===== src/rtl/tgasd_pkg.sv =====
// ----------------------------------------------------------------------------
// tgasd_pkg
// shared types and constants for the truecolor tga stream decoder
// ----------------------------------------------------------------------------
package tgasd_pkg;

    // header layout
    localparam int HDR_IDX_W = 5;
    localparam logic [HDR_IDX_W-1:0] HDR_IDLEN_IDX    = 5'd0;
    localparam logic [HDR_IDX_W-1:0] HDR_TYPE_IDX     = 5'd2;
    localparam logic [HDR_IDX_W-1:0] HDR_WIDTH_LO_IDX = 5'd12;
    localparam logic [HDR_IDX_W-1:0] HDR_WIDTH_HI_IDX = 5'd13;
    localparam logic [HDR_IDX_W-1:0] HDR_HEIGHT_LO_IDX = 5'd14;
    localparam logic [HDR_IDX_W-1:0] HDR_HEIGHT_HI_IDX = 5'd15;
    localparam logic [HDR_IDX_W-1:0] HDR_DEPTH_IDX    = 5'd16;
    localparam logic [HDR_IDX_W-1:0] HDR_DESC_IDX     = 5'd17;

    localparam logic [7:0] TYPE_RAW = 8'd2;
    localparam logic [7:0] TYPE_RLE = 8'd10;
    localparam logic [7:0] DEPTH_24 = 8'd24;
    localparam logic [7:0] DEPTH_32 = 8'd32;

    localparam int DESC_TOP_BIT   = 5;
    localparam int PKT_REPEAT_BIT = 7;

    // result status codes
    localparam logic [1:0] STATUS_RUN       = 2'd0;
    localparam logic [1:0] STATUS_BAD_DEPTH = 2'd1;
    localparam logic [1:0] STATUS_BAD_TYPE  = 2'd2;

    // result tdata layout
    localparam int OUT_DATA_W = 72;
    localparam int OUT_COUNT_LO = 32;
    localparam int OUT_COUNT_HI = 39;
    localparam logic [7:0] MAX_RUN = 8'd128;

    // serial divider for runs that cross several scanlines
    localparam int DIV_BITS  = 8;
    localparam int DIV_CNT_W = 3;

    typedef struct packed {
        logic                busy;
        logic                valid;
        logic [DIV_BITS-1:0] quot;
        logic [DIV_BITS-2:0] rem;
    } div_status_t;

endpackage


===== src/rtl/tga_truecolor_stream_decoder.sv =====
// ----------------------------------------------------------------------------
// tga_truecolor_stream_decoder
// byte-wide tga parser and truecolor raw/rle pixel run decoder
// ----------------------------------------------------------------------------
// The decoder takes one file byte per cycle on the slave side and gives at
// most one result per byte on the master side: one per decoded pixel run,
// or one error for an unsupported depth or image type. A byte that may
// finish a result waits while the output register still holds an untaken
// result; other bytes keep flowing. A repeat run that passes more than one
// scanline boundary (only possible with images narrower than 128 pixels)
// starts the bit-serial divider that finds the new row and column; the byte
// that completes the next pixel then waits until the divider is through.
// The pixel count of the image comes from one registered 16x16 multiply
// made while the header is read.
module tga_truecolor_stream_decoder (
    input  logic                                 clk,
    input  logic                                 rst_n,
    input  logic                                 s_tvalid,
    output logic                                 s_tready,
    input  logic [7:0]                           s_tdata,   // data_byte
    input  logic [0:0]                           s_tuser,   // frame_start
    output logic                                 m_tvalid,
    input  logic                                 m_tready,
    // run_row[15:0], run_col[31:16], run_count[39:32], blue[47:40],
    // green[55:48], red[63:56], alpha[71:64]
    output logic [tgasd_pkg::OUT_DATA_W-1:0]     m_tdata,
    output logic                                 m_tlast,   // frame_end
    output logic [1:0]                           m_tuser    // status
);
    import tgasd_pkg::*;

    typedef enum logic [2:0] {
        PH_HEADER,
        PH_IDSKIP,
        PH_PACKET,
        PH_PIXEL,
        PH_DONE
    } phase_t;

    phase_t                 phase_reg, phase_next;
    logic [HDR_IDX_W-1:0]   hdr_idx_reg, hdr_idx_next;
    logic                   m_valid_reg, m_valid_next;

    logic [7:0]             id_skip_reg, id_skip_next;
    logic [15:0]            width_reg, width_next;
    logic [15:0]            height_reg, height_next;
    logic                   four_reg, four_next;
    logic                   rle_reg, rle_next;
    logic                   top_reg, top_next;
    logic                   type_ok_reg, type_ok_next;
    logic [15:0]            row_reg, row_next;
    logic [15:0]            col_reg, col_next;
    logic [7:0]             pkt_left_reg, pkt_left_next;
    logic                   repeat_reg, repeat_next;
    logic [1:0]             pix_idx_reg, pix_idx_next;
    logic [7:0]             pix0_reg, pix0_next;
    logic [7:0]             pix1_reg, pix1_next;
    logic [7:0]             pix2_reg, pix2_next;
    logic [31:0]            total_reg;
    logic [31:0]            remain_reg, remain_next;
    logic [OUT_DATA_W-1:0]  out_data_reg, out_data_next;
    logic                   out_last_reg, out_last_next;
    logic [1:0]             out_status_reg, out_status_next;

    logic                   in_accept;
    logic                   out_free;
    logic                   may_result;
    logic                   div_block;
    logic [1:0]             last_idx;
    logic [7:0]             b;
    phase_t                 eff_phase;
    logic [HDR_IDX_W-1:0]   eff_idx;

    logic [7:0]             want;
    logic                   run_done;
    logic [7:0]             placed;
    logic [16:0]            col_sum;
    logic [16:0]            col_wrap;
    logic                   past_one;
    logic                   past_two;
    logic [7:0]             red_val;
    logic [7:0]             alpha_val;

    logic                   div_start;
    div_status_t            div_st;

    tgasd_div u_div (
        .clk      (clk),
        .rst_n    (rst_n),
        .start    (div_start),
        .dividend (col_sum[DIV_BITS-1:0]),
        .divisor  (width_reg[DIV_BITS-2:0]),
        .status   (div_st)
    );

    assign b         = s_tdata;
    assign last_idx  = four_reg ? 2'd3 : 2'd2;
    assign out_free  = !m_valid_reg || m_tready;
    assign in_accept = s_tvalid && s_tready;

    assign may_result = ((phase_reg == PH_HEADER) &&
                         ((hdr_idx_reg == HDR_DEPTH_IDX) || (hdr_idx_reg == HDR_DESC_IDX))) ||
                        ((phase_reg == PH_PIXEL) && (pix_idx_reg == last_idx));
    // the next pixel needs the position the divider is still working out
    assign div_block  = (phase_reg == PH_PIXEL) && (pix_idx_reg == last_idx) &&
                        (div_st.busy || div_st.valid);
    assign s_tready   = !div_block && (out_free || !may_result);

    // frame start restarts the header parse with this byte
    assign eff_phase = s_tuser[0] ? PH_HEADER : phase_reg;
    assign eff_idx   = s_tuser[0] ? HDR_IDLEN_IDX : hdr_idx_reg;

    // run placement
    assign want     = (rle_reg && repeat_reg) ? pkt_left_reg : 8'd1;
    assign run_done = remain_reg <= {24'b0, want};
    assign placed   = run_done ? remain_reg[7:0] : want;
    assign col_sum  = {1'b0, col_reg} + {9'b0, want};
    assign col_wrap = col_sum - {1'b0, width_reg};
    assign past_one = col_sum >= {1'b0, width_reg};
    assign past_two = col_sum >= {width_reg, 1'b0};
    assign red_val  = four_reg ? pix2_reg : b;
    assign alpha_val = four_reg ? b : 8'd0;

    always_comb
    begin
        phase_next      = phase_reg;
        hdr_idx_next    = hdr_idx_reg;
        m_valid_next    = m_valid_reg && !m_tready;
        id_skip_next    = id_skip_reg;
        width_next      = width_reg;
        height_next     = height_reg;
        four_next       = four_reg;
        rle_next        = rle_reg;
        top_next        = top_reg;
        type_ok_next    = type_ok_reg;
        row_next        = row_reg;
        col_next        = col_reg;
        pkt_left_next   = pkt_left_reg;
        repeat_next     = repeat_reg;
        pix_idx_next    = pix_idx_reg;
        pix0_next       = pix0_reg;
        pix1_next       = pix1_reg;
        pix2_next       = pix2_reg;
        remain_next     = remain_reg;
        out_data_next   = out_data_reg;
        out_last_next   = out_last_reg;
        out_status_next = out_status_reg;
        div_start       = 1'b0;

        if (div_st.valid)
        begin
            col_next = {9'b0, div_st.rem};
            row_next = top_reg ? row_reg + {8'b0, div_st.quot}
                               : row_reg - {8'b0, div_st.quot};
        end

        if (in_accept)
        begin
            case (eff_phase)
                PH_HEADER:
                begin
                    phase_next   = PH_HEADER;
                    hdr_idx_next = eff_idx + 1'b1;
                    case (eff_idx)
                        HDR_IDLEN_IDX:     id_skip_next = b;
                        HDR_TYPE_IDX:
                        begin
                            rle_next     = (b == TYPE_RLE);
                            type_ok_next = (b == TYPE_RAW) || (b == TYPE_RLE);
                        end
                        HDR_WIDTH_LO_IDX:  width_next[7:0]   = b;
                        HDR_WIDTH_HI_IDX:  width_next[15:8]  = b;
                        HDR_HEIGHT_LO_IDX: height_next[7:0]  = b;
                        HDR_HEIGHT_HI_IDX: height_next[15:8] = b;
                        HDR_DEPTH_IDX:
                        begin
                            if ((b != DEPTH_24) && (b != DEPTH_32))
                            begin
                                phase_next      = PH_DONE;
                                m_valid_next    = 1'b1;
                                out_data_next   = '0;
                                out_last_next   = 1'b1;
                                out_status_next = STATUS_BAD_DEPTH;
                            end
                            else
                            begin
                                four_next = (b == DEPTH_32);
                            end
                        end
                        HDR_DESC_IDX:
                        begin
                            top_next = b[DESC_TOP_BIT];
                            if (!type_ok_reg)
                            begin
                                phase_next      = PH_DONE;
                                m_valid_next    = 1'b1;
                                out_data_next   = '0;
                                out_last_next   = 1'b1;
                                out_status_next = STATUS_BAD_TYPE;
                            end
                            else if ((width_reg == 16'd0) || (height_reg == 16'd0))
                            begin
                                phase_next = PH_DONE;
                            end
                            else
                            begin
                                remain_next = total_reg;
                                if (id_skip_reg != 8'd0)
                                begin
                                    phase_next = PH_IDSKIP;
                                end
                                else
                                begin
                                    col_next      = 16'd0;
                                    row_next      = b[DESC_TOP_BIT] ? 16'd0
                                                                    : height_reg - 16'd1;
                                    pix_idx_next  = 2'd0;
                                    pkt_left_next = 8'd0;
                                    repeat_next   = 1'b0;
                                    phase_next    = rle_reg ? PH_PACKET : PH_PIXEL;
                                end
                            end
                        end
                        default:
                        begin
                        end
                    endcase
                end

                PH_IDSKIP:
                begin
                    id_skip_next = id_skip_reg - 8'd1;
                    if (id_skip_reg == 8'd1)
                    begin
                        col_next      = 16'd0;
                        row_next      = top_reg ? 16'd0 : height_reg - 16'd1;
                        pix_idx_next  = 2'd0;
                        pkt_left_next = 8'd0;
                        repeat_next   = 1'b0;
                        phase_next    = rle_reg ? PH_PACKET : PH_PIXEL;
                    end
                end

                PH_PACKET:
                begin
                    pkt_left_next = {1'b0, b[PKT_REPEAT_BIT-1:0]} + 8'd1;
                    repeat_next   = b[PKT_REPEAT_BIT];
                    pix_idx_next  = 2'd0;
                    phase_next    = PH_PIXEL;
                end

                PH_PIXEL:
                begin
                    if (pix_idx_reg != last_idx)
                    begin
                        pix_idx_next = pix_idx_reg + 2'd1;
                        case (pix_idx_reg)
                            2'd0:    pix0_next = b;
                            2'd1:    pix1_next = b;
                            default: pix2_next = b;
                        endcase
                    end
                    else
                    begin
                        pix_idx_next    = 2'd0;
                        m_valid_next    = 1'b1;
                        out_data_next   = {alpha_val, red_val, pix1_reg, pix0_reg,
                                           placed, col_reg, row_reg};
                        out_last_next   = run_done;
                        out_status_next = STATUS_RUN;
                        if (run_done)
                        begin
                            phase_next = PH_DONE;
                        end
                        else
                        begin
                            remain_next = remain_reg - {24'b0, want};
                            if (!past_one)
                            begin
                                col_next = col_sum[15:0];
                            end
                            else if (!past_two)
                            begin
                                col_next = col_wrap[15:0];
                                row_next = top_reg ? row_reg + 16'd1 : row_reg - 16'd1;
                            end
                            else
                            begin
                                div_start = 1'b1;
                            end
                            if (rle_reg)
                            begin
                                if (repeat_reg)
                                begin
                                    pkt_left_next = 8'd0;
                                    phase_next    = PH_PACKET;
                                end
                                else
                                begin
                                    pkt_left_next = pkt_left_reg - 8'd1;
                                    if (pkt_left_reg == 8'd1)
                                    begin
                                        phase_next = PH_PACKET;
                                    end
                                end
                            end
                        end
                    end
                end

                default:
                begin
                end
            endcase
        end
    end

    always_ff @(posedge clk or negedge rst_n)
    begin
        if (!rst_n)
        begin
            phase_reg   <= PH_HEADER;
            hdr_idx_reg <= '0;
            m_valid_reg <= 1'b0;
        end
        else
        begin
            phase_reg   <= phase_next;
            hdr_idx_reg <= hdr_idx_next;
            m_valid_reg <= m_valid_next;
        end
    end

    always_ff @(posedge clk)
    begin
        id_skip_reg    <= id_skip_next;
        width_reg      <= width_next;
        height_reg     <= height_next;
        four_reg       <= four_next;
        rle_reg        <= rle_next;
        top_reg        <= top_next;
        type_ok_reg    <= type_ok_next;
        row_reg        <= row_next;
        col_reg        <= col_next;
        pkt_left_reg   <= pkt_left_next;
        repeat_reg     <= repeat_next;
        pix_idx_reg    <= pix_idx_next;
        pix0_reg       <= pix0_next;
        pix1_reg       <= pix1_next;
        pix2_reg       <= pix2_next;
        // image size, registered from the width and height, is ready by the descriptor byte
        total_reg      <= width_reg * height_reg;
        remain_reg     <= remain_next;
        out_data_reg   <= out_data_next;
        out_last_reg   <= out_last_next;
        out_status_reg <= out_status_next;
    end

    assign m_tvalid = m_valid_reg;
    assign m_tdata  = out_data_reg;
    assign m_tlast  = out_last_reg;
    assign m_tuser  = out_status_reg;

endmodule


===== src/rtl/tgasd_div.sv =====
// ----------------------------------------------------------------------------
// tgasd_div
// restoring divider, one quotient bit per cycle, for scanline wrap of runs
// ----------------------------------------------------------------------------
module tgasd_div (
    input  logic                                clk,
    input  logic                                rst_n,
    input  logic                                start,
    input  logic [tgasd_pkg::DIV_BITS-1:0]      dividend,
    input  logic [tgasd_pkg::DIV_BITS-2:0]      divisor,
    output tgasd_pkg::div_status_t              status
);
    import tgasd_pkg::*;

    logic                 busy_reg;
    logic                 valid_reg;
    logic [DIV_CNT_W-1:0] cnt_reg;
    logic [DIV_BITS-1:0]  dvd_reg;
    logic [DIV_BITS-2:0]  dvs_reg;
    logic [DIV_BITS-2:0]  rem_reg;
    logic [DIV_BITS-1:0]  quot_reg;

    logic [DIV_BITS-1:0]  trial;
    logic [DIV_BITS-1:0]  diff;
    logic                 fits;
    logic [DIV_BITS-2:0]  rem_step;

    assign trial    = {rem_reg, dvd_reg[DIV_BITS-1]};
    assign fits     = trial >= {1'b0, dvs_reg};
    assign diff     = trial - {1'b0, dvs_reg};
    // partial remainder stays below the divisor, so the top bit is always clear
    assign rem_step = fits ? diff[DIV_BITS-2:0] : trial[DIV_BITS-2:0];

    always_ff @(posedge clk or negedge rst_n)
    begin
        if (!rst_n)
        begin
            busy_reg  <= 1'b0;
            valid_reg <= 1'b0;
            cnt_reg   <= '0;
        end
        else if (start)
        begin
            busy_reg  <= 1'b1;
            valid_reg <= 1'b0;
            cnt_reg   <= '0;
        end
        else if (busy_reg)
        begin
            cnt_reg <= cnt_reg + 1'b1;
            if (cnt_reg == DIV_CNT_W'(DIV_BITS - 1))
            begin
                busy_reg  <= 1'b0;
                valid_reg <= 1'b1;
            end
        end
        else
        begin
            valid_reg <= 1'b0;
        end
    end

    always_ff @(posedge clk)
    begin
        if (start)
        begin
            dvd_reg  <= dividend;
            dvs_reg  <= divisor;
            rem_reg  <= '0;
            quot_reg <= '0;
        end
        else if (busy_reg)
        begin
            dvd_reg  <= {dvd_reg[DIV_BITS-2:0], 1'b0};
            rem_reg  <= rem_step;
            quot_reg <= {quot_reg[DIV_BITS-2:0], fits};
        end
    end

    assign status.busy  = busy_reg;
    assign status.valid = valid_reg;
    assign status.quot  = quot_reg;
    assign status.rem   = rem_reg;

endmodule


===== config.mk =====
export PLATFORM = sky130hd
export DESIGN_NAME = tga_truecolor_stream_decoder
export DESIGN_NICKNAME = d
export VERILOG_FILES = /design/src/rtl/tgasd_pkg.sv /design/src/rtl/tga_truecolor_stream_decoder.sv /design/src/rtl/tgasd_div.sv
export SDC_FILE = /design/constraint.sdc
export NUM_CORES = 1
export LEC_CHECK = 0
export BUFFER_PORTS_ARGS = -buffer_cell sky130_fd_sc_hd__buf_2
export CORE_ASPECT_RATIO = 1.2
export CORE_MARGIN = 10
export CORE_UTILIZATION = 50
export DETAILED_ROUTE_END_ITERATION = 12
export PLACE_DENSITY = 0.76
export SYNTH_ARGS = -nofsm -noshare
export SYNTH_HDL_FRONTEND = slang
export SYNTH_SLANG_ARGS = --single-unit

===== constraint.sdc =====
create_clock -name clk -period 6.3 [get_ports clk]
set_input_delay 0.63 -clock clk [delete_from_list [all_inputs] [get_ports clk]]
set_output_delay 0.63 -clock clk [all_outputs]
set_load 0.03 [all_outputs]

==> impl_metrics.csv, run 1 <==
group,metric,value,unit
critical_path,path_class,"reg2reg",
yosys,syn_area,0.0250,mm2
die,start_util,50.7,%
sta,max_slew_margin,17.4,%
detailed_routing,dr.pass1.iters,6,
critical_path,worstSetupStartpointType,"flop",
critical_path,r2r-start,"width_reg[12]",
sta,tightest_slew,1.24,ns
clock_network,clock_path_buffers,3,
yosys,synth-seq-area-share,31.9,%
sta,fin_crit,6.10,ns
die,rows,89,
critical_path,reg2reg_to,"total_reg[30]",
sta,drv_slew,0,
sta,finalSetupViolations,0,
sta,fmax,0.164,GHz
yosys,synth_top_family_by_area,"adder cells",
critical_path,cp_slowest_stage_delay,0.65,ns
sta,clock_skew,0.0241,ns
clock_network,clock_sinks,294,
finish,nets,3157,
sta,finalCritPeriodShare,96.8,%
detailed_routing,dr.first_iter.drc_count,1474,
critical_path,worst-r2r-setup-slack,0.20,ns
placement,port_buffers,89,
critical_path,reg2reg_depth,20,
sta,final_hold_viol_count,0,
critical_path,crit_chain,"nand2_1, fa_1, fa_1, inv_1, fa_1, fa_1, fa_1, inv_1, fa_1, inv_1, ha_2, nand2_1, nor2_1, nand4_1, a2111o_1, a31o_2, a211oi_2, o21a_1, nor2_1, xnor2_1",
placement,dpl_cell_area,0.0264,mm2
yosys,synth_ff_type,"edfxtp_1",
global_route,grt.met1_usage,25.9,%
detailed_routing,post_drt_wl_per_cell,20.1,um
clock_network,cts_tree,"built",
critical_path,worstPathMaxFanout,9,
critical_path,timing.critical_path.to_type,"flop",
yosys,muxShareOfSynthArea,1.22,%
sta,hold-worst-slack,0.0131,ns
yosys,yosys.area_share.adder,26.4,%
global_route,grtUsageMet2,41.0,%
yosys,synth_cells,2618,
clock_network,insertion_delay,0.56,ns
clock_network,htree_levels,2,
run_status,run_status,"complete, no violations",
clock_network,clockRootBuffer,"clkbuf_16",
yosys,synth-edff-count,201,
finish,fill_cells,4279,
detailed_routing,routed_wl,68300,um
finish,syn2layout_area_growth,11.7,%
yosys,yosys.area_share.simple,17.2,%
clock_network,holdBufCountCts,0,
die,die_area,0.0594,mm2
hold_path,min_path_type,"in2async",
critical_path,slowest_stage,"edfxtp_1",
global_route,busiest_layer,"met2",
critical_path,arrival,6.53,ns
finish,fin_area,0.0279,mm2
detailed_routing,antenna_left,0,
sta,fin_tns_setup,0,ns
finish,regArea,0.00797,mm2
finish,antenna_cells,0,
yosys,synth-xor-area-share,4.69,%
global_route,grt_pass1_vias,20200,
yosys,syn_nets,3038,
die,die_w,224,um
yosys,ys_ff_latch,294,
finish,drive_gt1_share,11.4,%
global_route,grt_pass1_wl,108000,um
pwr,p_per_area,168,mW/mm2
finish,multi_input_area,0.0156,mm2
die,core_region_area,0.0493,mm2
critical_path,critical_path_required,6.73,ns
global_route,antenna_found_initial,0,
finish,largest_register_ffs,72,
global_route,track_usage,22.6,%
finish,fin_util,56.6,%
placement,pre_cts_slack,0.0355,ns
global_route,grt_overflow,0,
yosys,synth_compound_area_share,12.3,%
yosys,ys_warn_count,0,
clock_network,numCtsBuffers,34,
clock_network,path_clk_slew,0.06,ns
pwr,p_leak,12.2,nW
pwr,irDropWorstVdd,0.136,mV
global_route,grt_max_degree,79,
yosys,synthDistinctLibCells,99,
yosys,syn_avg_cell_area,9.55,um2
placement,gp_congestion,0.942,
flow_run,maxCapViolCount,0,
detailed_routing,drc_errors,0,
sta,setup_ws,0.203,ns
detailed_routing,vias,19900,
global_route,met3_usage,3.23,%
placement,dp_hpwl,53100,um
die,ios,90,
yosys,synth-async-reset-ratio,4.76,%
detailed_routing,via_per_inst,5.84,
critical_path,crit_path_frequent_cell,"fa_1",
die,dieHeight,265,um
[cell families after synthesis]
family                     after synthesis
AOI/OAI and AO/OA                      472
adders and majority gates              407
DFF                                    294
muxes                                   29
buffers and inverters                  413
xor gates and xnor gates               134
and+or+nand+nor                        869
[report_power, final]
| group | switching [W] | internal [W] | leakage, nW |
|---|---|---|---|
| Sequential | 0.0000381 | 0.00208 | 2.50 |
| Clock | 0.000848 | 0.00131 | 0.596 |
| Combinational | 0.000261 | 0.000154 | 9.14 |
[metal layers]
layer / share of wire [%] / routed length, um / vias up
met3: 5.7 / 3870 / 175
met2: 52 / 35300 / 710
li1: - / - / 9171
met4: 4.6 / 3110 / 0
met5: 0 / 0 / -
met1: 38 / 26000 / 9806
[per-stage QoR]
stage               instances  total power, W
global placement         3313         0.00255
detailed placement       3313         0.00256
global route             3400         0.00483
floorplan                2618         0.00244
finish                   3400         0.00469
CTS                      3375         0.00471
[cells in the mapped netlist (all sizes together) (27+ instances only)]
master	number	area, um2
and3	71	444
xnor2	88	771
a21o	27	203
xor2	46	403
nor2	177	674
a21oi	109	549
inv	298	1120
nor3	47	252
fa	200	4000
dfxtp	79	1580
edfxtp	201	6040
nand3	33	165
ha	207	2590
and2	113	709
clkbuf	90	338
o21ai	142	722
nor4	27	190
nand2	294	1110
[cell usage in the layout (no fill, tap or decap), drive strengths merged, types with 46 or more instances in the layout]
cell type,count
inv,301
nand2,294
ha,207
edfxtp,201
fa,200
buf,194
nor2,177
o21ai,142
and2,113
a21oi,109
xnor2,88
dfxtp,79
and3,71
nor3,47
xor2,46
[timing repair]
action / 4_1_cts / 5_1_grt
buffers inserted: 0 / 25
endpoints found under the hold margin: 0 / 0
resized for setup: 0 / 13
setup endpoints to repair: 0 / 13
[cell type report]
cell class / count / share of cell area (%)
tap: 637 / 2.85
clock buffer: 44 / 3.48
multi-input combinational: 1911 / 55.7
sequential: 294 / 28.5
clock inverter: 18 / 0.905
inverter: 302 / 4.07
timing repair buffer: 194 / 4.46
[worst max-delay path by stage]
stage                        startpoint            end  slack, ns  depth (start not counted)
final                     width_reg[12]  total_reg[30]       0.20                         20
after global routing      height_reg[3]  total_reg[23]      -0.06                         22
after CTS                  width_reg[4]  total_reg[31]     0.0003                         21
after detailed placement   width_reg[4]  total_reg[31]       0.04                         21
after global placement    height_reg[1]  total_reg[31]       0.15                         20
after floorplan           height_reg[7]  total_reg[30]       0.16                         23
[worst max-delay path: cells and delay by family, from the launching register on]
kind | cells | cell delay [ns]
DFF | 1 | 0.65
buffers and inverters | 3 | 0.14
AOI/OAI and AO/OA | 4 | 1.13
adders and majority gates | 7 | 3.40
and+or+nand+nor | 5 | 0.55
xor gates and xnor gates | 1 | 0.12
Power figures use the tool's default switching activity.
==> run 2: changes to the inputs <==
Settings changed: PLACE_DENSITY 0.76 to default, PLACE_DENSITY_LB_ADDON from default to 0.08.
==> impl_metrics.csv, run 2 (synthesized netlist as in run 1, its figures left out) <==
group,metric,value,unit
sta,final_hold_viol_count,0,
clock_network,insertion_delay,0.55,ns
die,core_region_area,0.0493,mm2
pwr,p_sw,0.00113,W
detailed_routing,dr.pass1.iters,5,
pwr,p_per_area,164,mW/mm2
global_route,grt_max_degree,81,
pwr,p_leak,12.2,nW
detailed_routing,post_drt_wl_per_cell,20.6,um
finish,final_common_cell,"inv_1",
detailed_routing,via_per_inst,5.72,
detailed_routing,top_layer,"met4",
critical_path,crit_path_frequent_cell,"fa_1",
detailed_routing,vias,19500,
global_route,antenna_found_initial,0,
finish,layout_common_cells,"inv_1 (297), nand2_1 (292), ha_1 (206)",
detailed_routing,antenna_left,0,
clock_network,clockRootBuffer,"clkbuf_16",
sta,fin_crit,6.06,ns
sta,tightest_slew,1.11,ns
critical_path,crit_family,"adder cells",
flow_run,maxCapViolCount,0,
sta,finalSetupViolations,0,
die,die_w,224,um
clock_network,cts_tree,"built",
global_route,grt_pass1_vias,20000,
detailed_routing,routed_wl,70100,um
critical_path,critical_path_required,6.73,ns
pwr,seqPwrFrac,46.4,%
sta,fin_tns_setup,0,ns
run_status,run_status,"complete, no violations",
clock_network,numCtsBuffers,35,
finish,antenna_cells,0,
critical_path,cp_slowest_stage_delay,0.53,ns
die,ios,90,
die,dieHeight,265,um
critical_path,crit_buf_inv,6,
global_route,grt_overflow,0,
hold_path,min_path_type,"in2async",
placement,port_buffers,89,
pwr,pwr-share-clk,44.7,%
detailed_routing,wl_met2,36100,um
critical_path,path_class,"reg2reg",
critical_path,r2r-start,"width_reg[6]",
finish,largest_register_ffs,72,
sta,max_slew_margin,25.6,%
pwr,comb_power_share,8.9,%
clock_network,clock_path_buffers,3,
sta,drv_slew,0,
global_route,grt_pass1_wl,111000,um
critical_path,crit_chain,"and2_1, fa_1, inv_1, fa_1, fa_1, inv_1, fa_1, fa_1, inv_1, fa_1, inv_1, ha_1, nand2_1, a211oi_1, a221oi_1, buf_4, a2111oi_2, buf_4, nor4_4, o31ai_2, o41ai_2, xnor2_1",
die,rows,89,
finish,nets,3158,
critical_path,timing.critical_path.to_type,"flop",
detailed_routing,drt-met1-wl,27500,um
clock_network,path_clk_slew,0.06,ns
placement,dpl_cell_area,0.0266,mm2
pwr,irDropWorstVdd,0.167,mV
critical_path,cp-startpoint,"width_reg[6]",
detailed_routing,drc_errors,0,
critical_path,arrival,6.49,ns
placement,gp_congestion,0.933,
clock_network,clock_sinks,294,
finish,fin_area,0.0279,mm2
pwr,p_sw_share,24.6,%
critical_path,slowest_stage,"fa_1",
die,die_area,0.0594,mm2
placement,dp_hpwl,54800,um
sta,rsz0062_at_grt,"yes",
finish,drive_gt1_share,11.2,%
sta,finalCritPeriodShare,96.3,%
critical_path,worstPathMaxFanout,5,
detailed_routing,wl_met3,3150,um
pwr,internal-power,0.00345,W
finish,syn2layout_area_growth,11.5,%
sta,fmax,0.165,GHz
critical_path,worstSetupStartpointType,"flop",
sta,clock_skew,0.0220,ns
die,start_util,50.7,%
detailed_routing,dr.first_iter.drc_count,1284,
clock_network,htree_levels,2,
global_route,track_usage,23.6,%
==> run 2: repair_timing <==
action,CTS,global route
cloned,0,0
pin swaps,0,1
hold buffers,0,0
resized for setup,1,14
setup endpoints to repair,2,18
buffers inserted,5,3
==> run 2: per-layer routing <==
layer  GRT usage [%]  vias up
met5               0        -
met1            27.9     9608
li1                -     9186
met4            10.4        0
met3            2.72      151
met2            42.5      509
==> run 2: cell type report <==
class | instances | area (um2)
multi-input cells | 1911 | 15600
fillers | 4401 | 21500
clock buffers | 51 | 1020
repair buffers | 194 | 1270
flip-flops and latches | 294 | 7970
inverters | 302 | 1140
clock inverters | 12 | 124
well taps | 637 | 797
==> run 2: path summary, 6_finish.rpt <==
| kind | to | slack [ns] | cells past startpoint |
|---|---|---|---|
| worst max-delay path | total_reg[31] | 0.24 | 22 |
| worst min-delay path | u_div.cnt_reg[0] | 0.06 | 1 |
| worst max register to register | total_reg[31] | 0.24 | 22 |
| worst min register to register | u_div.cnt_reg[0] | 0.49 | 1 |
| max in group asynchronous | hdr_idx_reg[1] | 5.89 | 1 |
| min in group clk | m_tvalid | 0.47 | 3 |
==> run 2: through the flow <==
step / hold WS, ns / setup WS, ns / total power, W / util (%) / cells
2_1_floorplan: 0.334 / 0.159 / 0.00244 / - / 2618
3_3_place_gp: 0.478 / 0.00135 / 0.00255 / 53.9 / 3330
3_5_place_dp: 0.486 / -0.0111 / 0.00256 / 53.9 / 3330
4_1_cts: 0.0478 / 0.0419 / 0.00461 / 56.3 / 3398
5_1_grt: 0.0627 / -0.0157 / 0.00473 / 56.5 / 3401
6_report: 0.0553 / 0.236 / 0.00457 / 56.5 / 3401
==> run 2: power by group through the flow <==
stage / Combinational [W] / Clock [W] / Sequential, W
after floorplan: 0.000294 / 0 / 0.00214
after global placement: 0.000392 / 0 / 0.00216
after detailed placement: 0.000397 / 0 / 0.00216
after CTS: 0.000401 / 0.00209 / 0.00212
after global routing: 0.000451 / 0.00216 / 0.00212
final: 0.000407 / 0.00205 / 0.00212
